### config.mk
export PLATFORM = sky130hd
export DESIGN_NAME = ehci_mod
export DESIGN_NICKNAME = d
export VERILOG_FILES = /design/src/design/ehci_pkg.sv /design/src/design/ehci_mod.sv
export SDC_FILE = /design/constraint.sdc
export NUM_CORES = 1
export LEC_CHECK = 0
export BUFFER_PORTS_ARGS = -buffer_cell sky130_fd_sc_hd__buf_2
export CAP_MARGIN = 20
export CORE_MARGIN = 3
export CORE_UTILIZATION = 52
export CTS_CLUSTER_DIAMETER = 50
export DETAILED_ROUTE_END_ITERATION = 7
export PLACE_DENSITY = 0.86
export SLEW_MARGIN = 5
export SYNTH_ARGS = -nofsm -noshare
export SYNTH_HDL_FRONTEND = slang
export SYNTH_SLANG_ARGS = --single-unit
### constraint.sdc
create_clock -name clk -period 7.5 [get_ports clk]
set_clock_uncertainty 0.05 [all_clocks]
set_input_delay 0.375 -clock clk [delete_from_list [all_inputs] [get_ports clk]]
set_output_delay 0.375 -clock clk [all_outputs]
set_load 0.02 [all_outputs]
### src/design/ehci_pkg.sv
// Package with shared types and constants of the ELF hash chain insert block.
package ehci_pkg;

  localparam int BUCKETS = 256;
  localparam int SYMBOLS = 1024;
  localparam int BW = $clog2(BUCKETS);
  localparam int SW = $clog2(SYMBOLS);

  localparam logic [27:0] HASH_MASK = 28'hfffffff;

  typedef enum logic [2:0] {
    ST_INSERTED  = 3'd0,
    ST_EMPTY     = 3'd1,
    ST_BAD_INDEX = 3'd2,
    ST_TOO_LONG  = 3'd3,
    ST_READ_DONE = 3'd4
  } status_t;

  typedef enum logic [3:0] {
    S_IDLE,
    S_MOD,
    S_HEAD,
    S_HEAD_WAIT,
    S_WALK,
    S_WALK_WAIT,
    S_READ,
    S_READ_WAIT,
    S_OUT
  } state_t;

  localparam logic [0:0] REG_BUCKET_COUNT = 1'b0;
  localparam logic [0:0] REG_SYMBOL_COUNT = 1'b1;

  // Fold one name byte into the 28-bit ELF hash.
  function automatic logic [27:0] fold_byte(input logic [27:0] h, input logic [7:0] c);
    logic [31:0] x;
    begin
      x = {h, 4'h0} + {24'h0, c};
      x = x ^ {24'h0, x[31:28], 4'h0};
      return x[27:0];
    end
  endfunction

endpackage

### src/design/ehci_mod.sv
// Iterative remainder unit: hash modulo bucket count, one bit per cycle.
module ehci_mod (
  input  logic                 clk,
  input  logic                 rst,
  input  logic                 start,
  input  logic [27:0]          dividend,
  input  logic [ehci_pkg::BW:0] divisor,
  output logic                 done,
  output logic [ehci_pkg::BW-1:0] remainder
);
  import ehci_pkg::*;

  logic [27:0] shreg;
  logic [BW:0] rem;
  logic [4:0]  count;
  logic        busy;
  logic [BW+1:0] trial;

  // Shift one dividend bit into the partial remainder.
  assign trial = {rem, shreg[27]};

  always_ff @(posedge clk) begin
    if (rst) begin
      busy  <= 1'b0;
      done  <= 1'b0;
      count <= '0;
    end else begin
      done <= 1'b0;
      if (start) begin
        busy  <= 1'b1;
        count <= 5'd0;
        shreg <= dividend;
        rem   <= '0;
      end else if (busy) begin
        shreg <= {shreg[26:0], 1'b0};
        if (trial >= {1'b0, divisor}) rem <= (BW+1)'(trial - {1'b0, divisor});
        else rem <= trial[BW:0];
        count <= count + 5'd1;
        if (count == 5'd27) begin
          busy <= 1'b0;
          done <= 1'b1;
        end
      end
    end
  end

  assign remainder = rem[BW-1:0];
endmodule

### Yosys cells after proc, flatten, opt, wreduce, memory -nomap -nowiden

Index checks and enable logic that the tools add are counted.

| operators by class | value |
|---|---|
| reduce and logical (&&, ||, !) cells | 4 |
| bitwise operators | 2 |
| $lt $le $gt $ge | 1 |
| $add $sub $neg | 2 |
| mux-type cells | 8 |
| equal/unequal tests | 1 |

Operator list:

| cell | count |
|---|---|
| $mux 28 | 2 |
| $mux 9 | 2 |
| $ge 10x9->1 | 1 |
| $sub 9x9->9 | 1 |
| $add 5x1->5 const B | 1 |
| $eq 5x5->1 const B | 1 |
| $mux 1 | 4 |
| $reduce_or 3->1 | 1 |
| $not 1->1 | 2 |
| $reduce_and 2->1 | 1 |
| $reduce_bool 2->1 | 1 |
| $reduce_or 2->1 | 1 |

| word-level totals | value |
|---|---|
| bits of input ports | 40 |
| register bits after elaboration | 44 |
| output and inout port bits | 9 |
| word-level logic and storage cells | 23 |

### Depth between registers and ports, before layout

| depth | value |
|---|---|
| depth in word-level cells | 4 |
| depth in mapped cells | 9 |
| mapped depth without buffers | 9 |

### Worst setup path before layout

OpenSTA, ideal clock, no wires.

| timing | value |
|---|---|
| path kind | input to register |
| start point | input port start |
| end point | register rem[0], enable pin |
| library setup time | 0.433 ns |
| arrival time | 2.353 ns |
| buffers on the path | 1 |
| cell stages on the path | 3 |
| data required time | 7.017 ns |
| setup slack | 4.664 ns |
| cell sequence | clkbuf_1 nor2_1 nor2_1 |

| on the way | value |
|---|---|
| longest elaborated chain between the ends | 2 |

Ends and longest elaborated chain:

| item | line | source |
|---|---|---|
| start, declared | ehci_mod.sv:5 | `input logic start,` |
| $reduce_bool 2->1 (no line) | - |  |
| $reduce_and 2->1 (no line) | - |  |
| end signal, assigned | ehci_mod.sv:36 | `if (trial >= {1'b0, divisor}) rem <= (BW+1)'(trial - {1'b0, divisor});` |
| end signal, assigned | ehci_mod.sv:37 | `else rem <= trial[BW:0];` |
| end, declared | ehci_mod.sv:14 | `logic [BW:0] rem;` |

Every way passes these cells.
A chain may end at the register's enable or synchronous reset.

### Worst setup path after layout

| timing | value |
|---|---|
| start point | register shreg[27] |
| end point | register rem[1] (data pin) |

| on the way | value |
|---|---|
| longest elaborated chain between the ends | 3 |
| elaborated cells on any way between the ends | 4 |
| those cells by class | add/sub: 1; order compare: 1; mux: 2 |

Ends and longest elaborated chain:

| item | line | source |
|---|---|---|
| start, declared | ehci_mod.sv:13 | `logic [27:0] shreg;` |
| start signal, assigned | ehci_mod.sv:32 | `shreg <= dividend;` |
| start signal, assigned | ehci_mod.sv:35 | `shreg <= {shreg[26:0], 1'b0};` |
| $sub 9x9->9 or $ge 10x9->1 (tied branches) | ehci_mod.sv:36 |  |
| $mux 9 (*) | ehci_mod.sv:36 |  |
| $mux 9 (*) | ehci_mod.sv:34 | `end else if (busy) begin` |

Mark *: on every way between the ends. The rest lies on a longest branch, timed or not. The select of a mux whose other input is x is not followed.

==> results.py <==
metrics = {
    "floorplanning": {
        "dieHeight_um": 73.3,
        "pin_count": 49,
        "start_util_pct": 56.4,
        "die_area_um2": 5370,
        "coreArea_um2": 4170,
        "row_count": 23,
        "die_w_um": 73.3,
    },
    "layout": {
        "drive_gt1_share_pct": 39.7,
        "area_growth_pct": 13.1,
        "antenna_cells": 0,
        "nets": 279,
        "utilization_pct": 63.8,
        "design_area_um2": 2660,
    },
    "place": {
        "dpl-instance-area_um2": 2580,
        "dp_hpwl_mm": 3.03,
        "port-buffer-count": 48,
        "gp_congestion": 0.941,
    },
    "yosys": {
        "yosys_register_bits": 44,
        "postSynth.asyncResetShare_pct": 0,
        "yosysMostFrequentCell": "edfxtp_1",
        "synthesis.nets": 238,
        "yosysTopAreaCell": "edfxtp_1",
        "synth.top_cell.area_share_pct": 47.2,
        "synthTopCellsByCount": "edfxtp_1, mux2_2, nor2_1",
        "synth_area_um2": 2350,
        "synth_warnings": 0,
        "synth_edf_count": 37,
        "synth_flop_cell": "edfxtp_1",
        "synthTopCellsByArea": "edfxtp_1, mux2_2, dfxtp_1",
        "synth.distinct_cells": 41,
        "avgSynthCellArea_um2": 12.6,
        "synth_seq_area_share_pct": 53.1,
        "synthCells": 187,
    },
    "pwr": {
        "p_switching_w": 0.000141,
        "seq_power_share_pct": 54.2,
        "power.density_nw_per_um2": 203,
        "switching_share_pct": 26.0,
        "power_w": 0.000541,
        "leakage_nw": 1.10,
        "intPower_w": 0.000401,
        "comb_power_share_pct": 20.5,
        "max-vdd-ir-drop_mv": 0.150,
        "p_clk_share_pct": 25.3,
    },
    "worst_setup_path": {
        "rrSetupSlack_ns": 4.93,
        "worstReg2RegStart": "shreg[27]$_DFFE_PP_",
        "worst-path-buf-inv": 2,
        "slowest_stage": "fa_1",
        "path_delay_family": "compound AO/OA/AOI/OAI gates",
        "critPathKind": "register to register",
        "r2r_cells": 9,
        "critPathRequiredTime_ns": 7.47,
        "worst_setup_path_end_kind": "register",
        "worstReg2RegEnd": "rem[1]$_SDFFCE_PP0P_",
        "start_kind": "register",
        "cp.depth": 9,
        "slowest_delay_ns": 0.42,
        "cp.arrival_ns": 2.54,
        "cp_max_fo": 6,
        "crit_chain": "inv_1 -> ha_1 -> inv_1 -> fa_1 -> a21o_1 -> a221oi_4 -> o211a_2 -> mux2i_1 -> nor2_1",
        "crit_top_cell": "inv_1",
    },
    "clocking": {
        "clkLatencyLatePin_ns": 0.29,
        "cts-buffers-inserted": 5,
        "cts.sinks": 44,
        "postCtsHoldBufs": 0,
        "cts_setup_buffers": 0,
        "cts_tree": "done",
        "cts_root_buf": "clkbuf_8",
        "h-tree-depth": 2,
        "clk_pin_slew_worst_paths_ns": 0.08,
        "cts_resized": 0,
        "cts_buffer_depth": 2,
    },
    "sta": {
        "relSlewSlack_pct": 31.8,
        "hold_viol": 0,
        "clock.fmax_ghz": 0.388,
        "setup-tns-final_ns": 0,
        "post-route-min-period_ns": 2.57,
        "setup_viol": 0,
        "post-route-period-util_pct": 34.3,
        "rsz0062_at_grt": "no",
        "slew_violations": 0,
        "tightestPinTransition_ns": 1.02,
        "holdWs_ns": 0.320,
    },
    "route": {
        "drcViolationCount": 0,
        "routed_wl_mm": 4.22,
        "first_pass_iters": 4,
        "drtIter0Drc": 110,
        "vias": 1518,
        "antenna_left": 0,
        "drt-vias-per-instance": 5.44,
        "routedWlPerCell_um": 15.1,
    },
    "min_path": {
        "hp-start": "dividend[0]",
        "holdPathStages": 2,
        "hold_class": "input pin to register",
        "whs_endpoint": "shreg[0]$_SDFFCE_PN0P_",
    },
    "flow_run": {
        "cap_violations": 0,
    },
    "global_route": {
        "grt_pass1_wl_mm": 6.76,
        "grt_pass1_vias": 1449,
        "grt_max_degree": 41,
        "top_usage_layer": "met2",
        "grt.met2_usage_pct": 25.8,
        "grt_use_met3_pct": 4.51,
        "grt.overflow.total": 0,
        "grtUsageMet1_pct": 22.7,
        "antenna_found_initial": 0,
        "track_usage_pct": 16.6,
    },
    "outcome": {
        "run_status": "finished clean",
    },
}
registers in the layout (all words and copies together) (netlist names):
| register | count |
|---|---|
| shreg | 28 |
| rem | 9 |
| count | 5 |
| busy | 1 |
| done | 1 |
cell families (layout without fill, tap and decap cells):
kind of cell | after synthesis | after routing | synth area share [%]
XOR/XNOR | 7 | 7 | 2.60
multiplexers | 32 | 32 | 15.0
AO/OA/AOI/OAI | 25 | 25 | 8.45
flip-flops | 44 | 44 | 53.1
AND/OR/NAND/NOR | 41 | 41 | 9.03
buffers and inverters | 27 | 69 | 5.58
adder cells (fa/ha/maj) | 11 | 11 | 6.16
metal layers:
layer / share of wire [%] / vias up
met5: 0 / -
met1: 44 / 706
met4: 1.4 / 0
met2: 48 / 49
met3: 6.9 / 8
li1: - / 755
area by class of cell:
| class | count | area [µm²] |
|---|---|---|
| clock inverters | 2 | 7.51 |
| flip-flops and latches | 44 | 1250 |
| well taps | 50 | 62.6 |
| repair buffers | 48 | 240 |
| multi-input cells | 116 | 980 |
| clock buffers | 6 | 72.6 |
| inverters | 13 | 48.8 |
| fillers | 333 | 1510 |
power by group through the flow:
stage | clock network [W] | registers, W | logic (W)
after floorplan | 0 | 0.000296 | 0.0000860
after global placement | 0 | 0.000299 | 0.000107
after detailed placement | 0 | 0.000299 | 0.000110
after CTS | 0.000140 | 0.000294 | 0.000111
after global routing | 0.000150 | 0.000295 | 0.000123
final | 0.000137 | 0.000294 | 0.000111
cell usage in the layout (no fill, tap or decap), types with 4 or more instances in the layout:
| cell type | Yosys | final |
|---|---|---|
| a21oi_1 | 5 | 5 |
| buf_2 | 0 | 48 |
| clkbuf_8 | 0 | 5 |
| dfxtp_1 | 7 | 7 |
| edfxtp_1 | 37 | 37 |
| ha_1 | 10 | 10 |
| inv_1 | 13 | 13 |
| mux2_2 | 27 | 27 |
| mux2i_1 | 5 | 5 |
| nand2_1 | 8 | 8 |
| nor2_1 | 14 | 13 |
| xor2_1 | 4 | 4 |
per-stage QoR:
step                setup WS (ns)  cells
finish                       4.93    279
detailed placement           4.95    271
CTS                          4.93    279
floorplan                    4.66    187
global placement             5.08    271
global route                 4.80    279
worst max path at each step:
stage,from,endpoint,slack (ns)
6_report,shreg[27]$_DFFE_PP_,rem[1]$_SDFFCE_PP0P_,4.93
5_1_grt,shreg[27]$_DFFE_PP_,rem[0]$_SDFFCE_PP0P_,4.80
4_1_cts,shreg[27]$_DFFE_PP_,rem[1]$_SDFFCE_PP0P_,4.93
3_5_place_dp,divisor[0],rem[1]$_SDFFCE_PP0P_,4.95
3_3_place_gp,start,rem[0]$_SDFFCE_PP0P_,5.08
2_1_floorplan,start,rem[0]$_SDFFCE_PP0P_,4.66
No activity file was read; power rests on OpenSTA's default activity.
